===== src/hdl/bcu_pkg.sv =====
// Shared constants and types for the binomial coefficient unit.
package bcu_pkg;

  localparam int unsigned ResultWidthDef = 64;
  localparam int unsigned CoefWidth      = 64;
  localparam int unsigned ArgWidth       = 8;
  localparam int unsigned StatusWidth    = 2;

  typedef enum logic [StatusWidth-1:0] {
    StOk       = 2'd0,
    StRange    = 2'd1,
    StOverflow = 2'd2
  } status_e;

  typedef struct packed {
    logic done;
    logic ovf;
  } md_stat_t;

endpackage


===== src/hdl/bcu_if.sv =====
// Request and response channel interfaces of the binomial coefficient unit.
interface bcu_req_if import bcu_pkg::*; ();
  logic                valid;
  logic                ready;
  logic [ArgWidth-1:0] total_n;
  logic [ArgWidth-1:0] choose_k;

  modport source (output valid, total_n, choose_k, input ready);
  modport sink (input valid, total_n, choose_k, output ready);
endinterface

interface bcu_rsp_if import bcu_pkg::*; ();
  logic                   valid;
  logic                   ready;
  logic [CoefWidth-1:0]   coefficient;
  logic [StatusWidth-1:0] status;

  modport source (output valid, coefficient, status, input ready);
  modport sink (input valid, coefficient, status, output ready);
endinterface


===== src/hdl/binomial_coefficient_unit.sv =====
// Top level of the binomial coefficient unit with its step sequencer.
//
//   Channel  Direction  Payload
//   req      sink       total_n[7:0], choose_k[7:0]
//   rsp      source     coefficient[63:0], status[1:0]
//
// One transaction on req yields exactly one transaction on rsp.
// With k' = min(k, n-k), a request takes up to k' steps, each of which runs the
// shared multiply-divide unit.
// At the default width overflow ends every request within 33 steps.
// Requests are not taken while one is in progress or its response is stalled.
// Reset is asynchronous and active low and returns the sequencer to idle.
module binomial_coefficient_unit import bcu_pkg::*; #(
  parameter int unsigned RESULT_WIDTH = ResultWidthDef
) (
  input  logic clk_i,
  input  logic rst_ni,
  bcu_req_if.sink   req,
  bcu_rsp_if.source rsp
);

  typedef enum logic [4:0] {
    SqIdle  = 5'b00001,
    SqCheck = 5'b00010,
    SqStep  = 5'b00100,
    SqWait  = 5'b01000,
    SqResp  = 5'b10000
  } sq_state_e;

  sq_state_e               state_q, state_d;
  logic [ArgWidth-1:0]     n_q, n_d;
  logic [ArgWidth-1:0]     k_q, k_d;
  logic [ArgWidth-1:0]     i_q, i_d;
  logic [RESULT_WIDTH-1:0] r_q, r_d;
  logic [CoefWidth-1:0]    coef_q, coef_d;
  status_e                 status_q, status_d;
  logic [ArgWidth-1:0]     n_minus_k;
  logic                    md_start;
  logic [RESULT_WIDTH-1:0] md_quot;
  md_stat_t                md_stat;

  assign n_minus_k = n_q - k_q;
  assign md_start  = (state_q == SqStep) && (i_q != k_q);

  bcu_muldiv #(
    .RESULT_WIDTH(RESULT_WIDTH)
  ) u_muldiv (
    .clk_i  (clk_i),
    .rst_ni (rst_ni),
    .start_i(md_start),
    .value_i(r_q),
    .mul_i  (n_q - i_q),
    .div_i  (i_q + 1'b1),
    .quot_o (md_quot),
    .stat_o (md_stat)
  );

  always_comb begin
    state_d  = state_q;
    n_d      = n_q;
    k_d      = k_q;
    i_d      = i_q;
    r_d      = r_q;
    coef_d   = coef_q;
    status_d = status_q;
    case (state_q)
      SqIdle: begin
        if (req.valid) begin
          n_d     = req.total_n;
          k_d     = req.choose_k;
          state_d = SqCheck;
        end
      end
      SqCheck: begin
        if (k_q > n_q) begin
          coef_d   = '0;
          status_d = StRange;
          state_d  = SqResp;
        end else begin
          if (k_q > n_minus_k) begin
            k_d = n_minus_k;
          end
          i_d     = '0;
          r_d     = RESULT_WIDTH'(1);
          state_d = SqStep;
        end
      end
      SqStep: begin
        if (i_q == k_q) begin
          coef_d   = CoefWidth'(r_q);
          status_d = StOk;
          state_d  = SqResp;
        end else begin
          state_d = SqWait;
        end
      end
      SqWait: begin
        if (md_stat.done) begin
          if (md_stat.ovf) begin
            coef_d   = '0;
            status_d = StOverflow;
            state_d  = SqResp;
          end else begin
            r_d     = md_quot;
            i_d     = i_q + 1'b1;
            state_d = SqStep;
          end
        end
      end
      SqResp: begin
        if (rsp.ready) begin
          state_d = SqIdle;
        end
      end
      default: begin
        state_d = SqIdle;
      end
    endcase
  end

  always_ff @(posedge clk_i or negedge rst_ni) begin
    if (!rst_ni) begin
      state_q <= SqIdle;
    end else begin
      state_q <= state_d;
    end
  end

  always_ff @(posedge clk_i) begin
    n_q      <= n_d;
    k_q      <= k_d;
    i_q      <= i_d;
    r_q      <= r_d;
    coef_q   <= coef_d;
    status_q <= status_d;
  end

  assign req.ready       = (state_q == SqIdle);
  assign rsp.valid       = (state_q == SqResp);
  assign rsp.coefficient = coef_q;
  assign rsp.status      = status_q;

endmodule


===== src/hdl/bcu_muldiv.sv =====
// Shared multiply and two-bits-per-cycle restoring divide unit for one formula step.
module bcu_muldiv import bcu_pkg::*; #(
  parameter int unsigned RESULT_WIDTH = ResultWidthDef
) (
  input  logic                    clk_i,
  input  logic                    rst_ni,
  input  logic                    start_i,
  input  logic [RESULT_WIDTH-1:0] value_i,
  input  logic [ArgWidth-1:0]     mul_i,
  input  logic [ArgWidth-1:0]     div_i,
  output logic [RESULT_WIDTH-1:0] quot_o,
  output md_stat_t                stat_o
);

  localparam int unsigned ProdWidth = RESULT_WIDTH + ArgWidth;
  localparam int unsigned DvdWidth  = ProdWidth + (ProdWidth % 2);
  localparam int unsigned Steps     = DvdWidth / 2;
  localparam int unsigned CntWidth  = $clog2(Steps);

  typedef enum logic [2:0] {
    MdIdle = 3'b001,
    MdMul  = 3'b010,
    MdDiv  = 3'b100
  } md_state_e;

  md_state_e             state_q, state_d;
  logic                  done_q, done_d;
  logic [CntWidth-1:0]   cnt_q, cnt_d;
  logic [RESULT_WIDTH-1:0] value_q, value_d;
  logic [ArgWidth-1:0]   mul_q, mul_d;
  logic [ArgWidth-1:0]   div_q, div_d;
  logic [DvdWidth-1:0]   dvd_q, dvd_d;
  logic [ArgWidth-1:0]   rem_q, rem_d;
  logic [ProdWidth-1:0]  prod;
  logic [DvdWidth-1:0]   dvd_step;
  logic [ArgWidth-1:0]   rem_step;

  assign prod = ProdWidth'(value_q) * ProdWidth'(mul_q);

  always_comb begin
    logic [ArgWidth:0]   trial;
    logic [ArgWidth-1:0] r;
    logic [DvdWidth-1:0] d;
    r = rem_q;
    d = dvd_q;
    for (int j = 0; j < 2; j++) begin
      trial = {r, d[DvdWidth-1]};
      if (trial >= {1'b0, div_q}) begin
        r = ArgWidth'(trial - {1'b0, div_q});
        d = {d[DvdWidth-2:0], 1'b1};
      end else begin
        r = trial[ArgWidth-1:0];
        d = {d[DvdWidth-2:0], 1'b0};
      end
    end
    rem_step = r;
    dvd_step = d;
  end

  always_comb begin
    state_d = state_q;
    done_d  = 1'b0;
    cnt_d   = cnt_q;
    value_d = value_q;
    mul_d   = mul_q;
    div_d   = div_q;
    dvd_d   = dvd_q;
    rem_d   = rem_q;
    case (state_q)
      MdIdle: begin
        if (start_i) begin
          value_d = value_i;
          mul_d   = mul_i;
          div_d   = div_i;
          state_d = MdMul;
        end
      end
      MdMul: begin
        dvd_d   = DvdWidth'(prod);
        rem_d   = '0;
        cnt_d   = CntWidth'(Steps - 1);
        state_d = MdDiv;
      end
      MdDiv: begin
        dvd_d = dvd_step;
        rem_d = rem_step;
        cnt_d = cnt_q - 1'b1;
        if (cnt_q == '0) begin
          done_d  = 1'b1;
          state_d = MdIdle;
        end
      end
      default: begin
        state_d = MdIdle;
      end
    endcase
  end

  always_ff @(posedge clk_i or negedge rst_ni) begin
    if (!rst_ni) begin
      state_q <= MdIdle;
      done_q  <= 1'b0;
      cnt_q   <= '0;
    end else begin
      state_q <= state_d;
      done_q  <= done_d;
      cnt_q   <= cnt_d;
    end
  end

  always_ff @(posedge clk_i) begin
    value_q <= value_d;
    mul_q   <= mul_d;
    div_q   <= div_d;
    dvd_q   <= dvd_d;
    rem_q   <= rem_d;
  end

  assign quot_o      = dvd_q[RESULT_WIDTH-1:0];
  assign stat_o.done = done_q;
  assign stat_o.ovf  = |dvd_q[DvdWidth-1:RESULT_WIDTH];

endmodule


===== src/flat_wrapper.sv =====
// flat-port wrapper written by rule: the top's interface ports become plain ports
module binomial_coefficient_unit_flat import bcu_pkg::*;
#(
  parameter int unsigned RESULT_WIDTH = ResultWidthDef
)
  (clk_i, rst_ni, req_valid, req_total_n, req_choose_k, req_ready, rsp_valid, rsp_coefficient, rsp_status, rsp_ready);
  bcu_req_if req_i ();
  bcu_rsp_if rsp_i ();
  input  logic clk_i;
  input  logic rst_ni;
  input wire logic [$bits(req_i.valid)-1:0] req_valid;
  input wire logic [$bits(req_i.total_n)-1:0] req_total_n;
  input wire logic [$bits(req_i.choose_k)-1:0] req_choose_k;
  output wire logic [$bits(req_i.ready)-1:0] req_ready;
  output wire logic [$bits(rsp_i.valid)-1:0] rsp_valid;
  output wire logic [$bits(rsp_i.coefficient)-1:0] rsp_coefficient;
  output wire logic [$bits(rsp_i.status)-1:0] rsp_status;
  input wire logic [$bits(rsp_i.ready)-1:0] rsp_ready;
  assign req_i.valid = req_valid;
  assign req_i.total_n = req_total_n;
  assign req_i.choose_k = req_choose_k;
  assign req_ready = req_i.ready;
  assign rsp_valid = rsp_i.valid;
  assign rsp_coefficient = rsp_i.coefficient;
  assign rsp_status = rsp_i.status;
  assign rsp_i.ready = rsp_ready;
  binomial_coefficient_unit #(.RESULT_WIDTH(RESULT_WIDTH)) u_core (.clk_i(clk_i), .rst_ni(rst_ni), .req(req_i), .rsp(rsp_i));
endmodule

===== config.mk =====
export PLATFORM = sky130hd
export DESIGN_NAME = binomial_coefficient_unit_flat
export DESIGN_NICKNAME = d
export VERILOG_FILES = /design/src/hdl/bcu_pkg.sv /design/src/hdl/bcu_if.sv /design/src/hdl/binomial_coefficient_unit.sv /design/src/hdl/bcu_muldiv.sv /design/src/flat_wrapper.sv
export SDC_FILE = /design/constraint.sdc
export NUM_CORES = 2
export LEC_CHECK = 0
export ABC_AREA = 1
export BUFFER_PORTS_ARGS = -buffer_cell sky130_fd_sc_hd__buf_2
export CAP_MARGIN = 20
export CORE_UTILIZATION = 70
export CTS_CLUSTER_SIZE = 8
export DETAILED_ROUTE_END_ITERATION = 8
export HOLD_SLACK_MARGIN = 0.12
export PLACE_DENSITY = 0.87
export SLEW_MARGIN = 5
export SYNTH_ARGS = -nofsm -noshare
export SYNTH_HDL_FRONTEND = slang
export SYNTH_HIERARCHICAL = 1
export SYNTH_SLANG_ARGS = --single-unit

===== constraint.sdc =====
create_clock -name clk_i -period 9.3 [get_ports clk_i]
set_input_delay 0 -clock clk_i [delete_from_list [all_inputs] [get_ports clk_i]]
set_output_delay 0 -clock clk_i [all_outputs]
set_load 0.05 [all_outputs]

==> After elaboration in Yosys (flattened, before gate mapping) <==
Index checks and enable logic that the tools add are counted.
{ "word_totals": {"register_bits": 329, "inputBits": 20, "elab_cells": 102} }
{ "classes": {"order_cmp": 4, "n_reduce_logical": 14, "n_mux": 41, "addsub": 6, "n_eq_ne": 21, "mul": 1} }
{ "ops": {"columns": ["cell", "count"], "rows": [
  ["64-bit two-way mux", 7],
  ["64-bit case mux with 3 select lines", 1],
  ["72-bit case mux with 2 select lines", 1],
  ["64-bit case mux with 2 select lines", 1],
  ["64-bit by 8-bit multiplier with 72-bit output", 1],
  ["8-bit two-way mux", 8],
  ["8-bit case mux with 2 select lines", 3],
  ["8-bit subtractor", 4],
  ["5-bit two-way mux", 6],
  ["5-bit case mux with 5 select lines", 1],
  ["9-bit by 8-bit >= comparator with 1-bit output", 2],
  ["8-bit greater-than comparator", 2],
  ["2-bit != test, second input constant", 6],
  ["6-bit case mux with 2 select lines", 1],
  ["2-bit by 1-bit != test with 1-bit output, second input constant", 5],
  ["3-bit case mux with 3 select lines", 1],
  ["8-bit by 1-bit adder with 8-bit output, second input constant", 1],
  ["8-bit equality test", 1],
  ["2-bit two-way mux", 4],
  ["8-bit != test", 1],
  ["4-bit AND reduction", 2],
  ["8-bit OR reduction", 1],
  ["6-bit zero test", 1],
  ["3-bit two-way mux", 2],
  ["17 further kinds", 24]
]} }

==> Depth between registers and ports, before layout <==
{ "depth": {"ltp_word": 5, "mapped_depth": 28, "mapped_depth_nobuf": 26} }

==> Cells and area by module <==
Netlist, hierarchy kept.
{ "modules_own_cells": {"columns": ["mod", "cells_each", "seq_area_each_um2", "area_each_um2", "n_inst"], "rows": [
  ["bcu_muldiv", 3556, 5056.1, 26027.5, 1],
  ["binomial_coefficient_unit", 703, 4750.8, 7390.8, 1]
]} }

==> Worst setup path after synthesis <==
No wires, ideal clock.
{ "synth_timing": {"kind": "reg-to-reg", "from": "register u_core.k_q[0]", "to": "register u_core.i_q[0] (enable)", "setup_ps": 503, "setup_slack_ps": 4528, "arrival_time_ps": 4269, "required_ps": 8797, "path_buffers": 0, "path_stages_with_launch": 10, "cell_sequence": "edfxtp_1 -> ha_1 -> inv_1 -> fa_1 -> nand2_1 -> nand2_1 -> nand3_1 -> nand2_1 -> a21oi_4 -> nor2_1"} }
{ "synth_between": {"elab_chain_len": 3} }
{ "synth_lines": {"columns": ["element", "line_no", "text"], "rows": [
  ["start, declared", "binomial_coefficient_unit.sv:32", "logic [ArgWidth-1:0] k_q, k_d;"],
  ["start signal, assigned", "binomial_coefficient_unit.sv:131", "k_q <= k_d;"],
  ["8-bit greater-than comparator", "binomial_coefficient_unit.sv:75", "if (k_q > n_q) begin"],
  ["2-bit != test (no line)", null, null],
  ["4-bit AND reduction (no line)", null, null],
  ["end signal, assigned", "binomial_coefficient_unit.sv:132", "i_q <= i_d;"],
  ["end, declared", "binomial_coefficient_unit.sv:33", "logic [ArgWidth-1:0] i_q, i_d;"]
]} }
Every way passes these cells.
A chain may end at the register's enable or synchronous reset.

==> Final worst setup path <==
{ "layout_timing": {"from": "register u_core.u_muldiv.mul_q[4]", "to": "register u_core.u_muldiv.dvd_q[52], data pin"} }
{ "layout_between": {"elab_chain_len": 2} }
{ "layout_lines": {"columns": ["element", "line_no", "text"], "rows": [
  ["start, declared", "bcu_muldiv.sv:30", "logic [ArgWidth-1:0] mul_q, mul_d;"],
  ["start signal, assigned", "bcu_muldiv.sv:113", "mul_q <= mul_d;"],
  ["64-bit by 8-bit multiplier with 72-bit output", "bcu_muldiv.sv:38", "assign prod = ProdWidth'(value_q) * ProdWidth'(mul_q);"],
  ["72-bit case mux with 2 select lines", "bcu_muldiv.sv:69", "case (state_q)"],
  ["via u_core.u_muldiv.dvd_d[52]", "bcu_muldiv.sv:32", "logic [DvdWidth-1:0] dvd_q, dvd_d;"],
  ["end signal, assigned", "bcu_muldiv.sv:115", "dvd_q <= dvd_d;"],
  ["end, declared", "bcu_muldiv.sv:32", null]
]} }
The timed path passes the listed nets, and every way through them passes these cells.

==> results.cfg <==
[setup_path]
crit_fanout = 27
cp-end-kind = flop
timing.rr.end = u_core/u_muldiv/dvd_q[52]
worstPathRequired_ns = 9.63
reg2reg_depth = 21
r2r_slack_ns = 3.27
startpoint_type = flop
r2r_start = u_core/u_muldiv/mul_q[4]
crit_type = flop to flop
critical_path_arrival_ns = 6.36

[sta]
period_share = 0.6486
setup_tns_ns = 0
slew_violations = 0
rsz0062_at_grt = false
max_freq_mhz = 165.8
fin_crit_ns = 6.032
hold_violations = 0
clock_skew_ns = 0.01952
max_slew_margin = 0.2337
tightestPinTransition_ns = 1.149
fin_ws_ns = 3.268
finalSetupViolations = 0

[logic_synthesis]
synth_cells = 4259
yosysUniqueCellTypes = 53
yosys_warnings = 6
ys_seq_area_frac = 0.2935
netlist_area_mm2 = 0.03342
synth_area_leaders = edfxtp_1 (28%), fa_1 (23%), nand2_1 (14%)
ys_ff_latch = 329
yosysTopAreaCell = edfxtp_1
synth.top_cell.area_share = 0.2822
syn_nets = 4789
avgSynthCellArea_um2 = 7.847

[cts]
cts.sinks = 329
cts_tree = done
cts_made_buffers = 48
clockRootBuffer = clkbuf_16
clk_pin_slew_ns = 0.05
clk_path_buf_depth = 3
clk_latency_ns = 0.59
cts.htree.levels = 2

[layout]
regArea_mm2 = 0.009807
final_cell_area_mm2 = 0.03526
layout_commonest_cell = nand2_1
multi_input_area_mm2 = 0.01821
drive_above_1_share = 0.05489
layout_common_cells = nand2_1 (1,269), inv_1 (1,116), fa_1 (376)
area_growth_pct = 5.496
nNetsFinal = 4759
instances_no_fill = 4853
fillers = 3315

[power]
p_total_w = 0.01034
max-vdd-ir-drop_mv = 0.2810
powerDensity_mw_per_mm2 = 293.3
internal-power_w = 0.005158
switching_share = 0.5012
leakage_nw = 19.92
switchingPower_w = 0.005183
p_clk_frac = 0.157
seqPwrFrac = 0.216
combPwrFrac = 0.628

[placement]
pre_cts_ws_ns = 3.503
gp_congestion = 1.003
post_dp_cell_area_mm2 = 0.03362
post-dp-hpwl_um = 68680
dp_cells = 4758
io_buffers = 87

[route]
drc = 1
vias = 27032
routed_wl_um = 91940
wl_per_cell_um = 18.94
antenna_left = 0
drt_iter0_markers = 2852
dr.pass1.iters = 8
post_drt_via_cell_ratio = 5.570

[hold_path]
min_to = u_core/n_q[0]
hp-start = req_total_n[0]
hold_path.class = input port to flop
holdPathStages = 2

[run_status]
outcome = finished, violations left
violations = design-rule violations

[global_route]
antenna_found_initial = 2
grt_usage = 0.3906
grt_max_degree = 81
grt_pass1_vias = 27319
grt_overflow = 0
grt_pass1_wl_um = 144300

[floorplanning]
initial_utilization = 0.7133
core_area_mm2 = 0.04685
ios = 88
die_area_mm2 = 0.04862
rows = 79
die_y_um = 220.5
chipWidth_um = 220.5

[flow_run]
drv_cap = 0
[power groups by stage]
stage | clock [W] | combinational, W | sequential, W
after CTS | 0.00162 | 0.00629 | 0.00222
after detailed placement | 0 | 0.00620 | 0.00225
after global placement | 0 | 0.00610 | 0.00224
after floorplan | 0 | 0.00428 | 0.00243
final | 0.00162 | 0.00649 | 0.00223
after global routing | 0.00168 | 0.00716 | 0.00225
[Yosys cell counts, drive strengths merged]
cell type / count
nand2: 1280
inv: 1125
fa: 376
nor2: 330
edfxtp: 314
ha: 134
nand3: 123
a21oi: 114
buf: 110
clkbuf: 108
o21ai: 72
xnor2: 31
nor3: 21
nand3b: 19
nand4: 19
xor2: 18
o21bai: 16
or2: 14
dfrtp: 13
a21o: 4
nor4: 4
o21a: 4
a21boi: 2
a31oi: 2
dfstp: 2
a211oi: 1
and2: 1
clkinv: 1
nor3b: 1
[sequential cells by signal, indices dropped and copies added, names as in the netlist, 5 cells and up]
signal,cells
u_core/i_q,8
u_core/r_q,64
u_core/u_muldiv/cnt_q,6
u_core/u_muldiv/value_q,64
u_core/k_q,8
u_core/u_muldiv/dvd_q,72
u_core/u_muldiv/rem_q,8
u_core/rsp.coefficient,64
u_core/u_muldiv/mul_q,8
u_core/n_q,8
u_core/u_muldiv/div_q,8
u_core/state_q,5
[cell families (layout without fill, tap and decap cells)]
| group | Yosys count | in the layout | share of synthesized area |
|---|---|---|---|
| AOI/OAI and AO/OA | 215 | 215 | 0.03579 |
| xor gates and xnor gates | 49 | 49 | 0.01307 |
| adders and majority gates | 510 | 510 | 0.2754 |
| buffers and inverters | 1344 | 1330 | 0.1626 |
| DFF | 329 | 329 | 0.2935 |
| other | 0 | 1 | 0 |
| and+or+nand+nor | 1812 | 1812 | 0.2197 |
[layer usage]
layer  vias up  wire, um  track usage  share of wire
li1      12320         -            -              -
met1     12955     35170       0.5191           0.38
met2      1521     43400       0.6437           0.47
met3       234     10150      0.08027           0.11
met4         2      3206       0.1290          0.035
met5         -        11            0        0.00012
[worst max-delay path: stages, from the launching register on]
cell and delay, ns:
edfxtp_1 1.02, buf_4 0.50, nand2_1 0.12, inv_1 0.10, fa_1 0.41, fa_1 0.49
fa_1 0.55, inv_1 0.06, fa_1 0.53, inv_1 0.04, ha_1 0.35, nand2_1 0.11
nor2_1 0.27, nand4_1 0.21, nor2_1 0.20, nand3_1 0.13, nand3_1 0.24, nand2_1 0.12
nand2_1 0.08, nand2_1 0.04, nand3_1 0.12, nand2_1 0.08
[worst max path at each step]
| stage | to | slack (ns) | cells after the start | start |
|---|---|---|---|---|
| 3_5_place_dp | u_core/u_muldiv/dvd_q[52] | 3.50 | 21 | u_core/u_muldiv/mul_q[4] |
| 2_1_floorplan | u_core/i_q[0] | 4.53 | 9 | u_core/k_q[0] |
| 5_1_grt | u_core/u_muldiv/dvd_q[52] | 3.07 | 21 | u_core/u_muldiv/mul_q[4] |
| 4_1_cts | u_core/u_muldiv/dvd_q[52] | 3.45 | 21 | u_core/u_muldiv/mul_q[4] |
| 3_3_place_gp | u_core/u_muldiv/dvd_q[36] | 3.58 | 18 | u_core/u_muldiv/mul_q[4] |
| 6_report | u_core/u_muldiv/dvd_q[52] | 3.27 | 21 | u_core/u_muldiv/mul_q[4] |
[cell type report]
type / count / share of cell area
Antenna cell: 1 / 0.00007098
Clock buffer: 61 / 0.03606
Clock inverter: 5 / 0.001810
Inverter: 1126 / 0.1200
Multi-Input combinational cell: 2586 / 0.5166
Sequential cell: 329 / 0.2782
Tap cell: 607 / 0.02154
Timing Repair Buffer: 138 / 0.02569
[stage by stage]
step           utilization  hold WS (ns)
2_1_floorplan            -       -0.2956
3_3_place_gp        0.7176      -0.07605
3_5_place_dp        0.7176      -0.07445
4_1_cts             0.7518        0.1324
5_1_grt             0.7525        0.1367
6_report            0.7525        0.1501
[repair_timing]
action,CTS,global route
endpoints found under the setup margin,0,0
hold buffers,27,0
endpoints found under the hold margin,35,0
gates resized for setup,0,0
buffers inserted,0,0
Note: power is estimated with default switching activity, not from simulation.
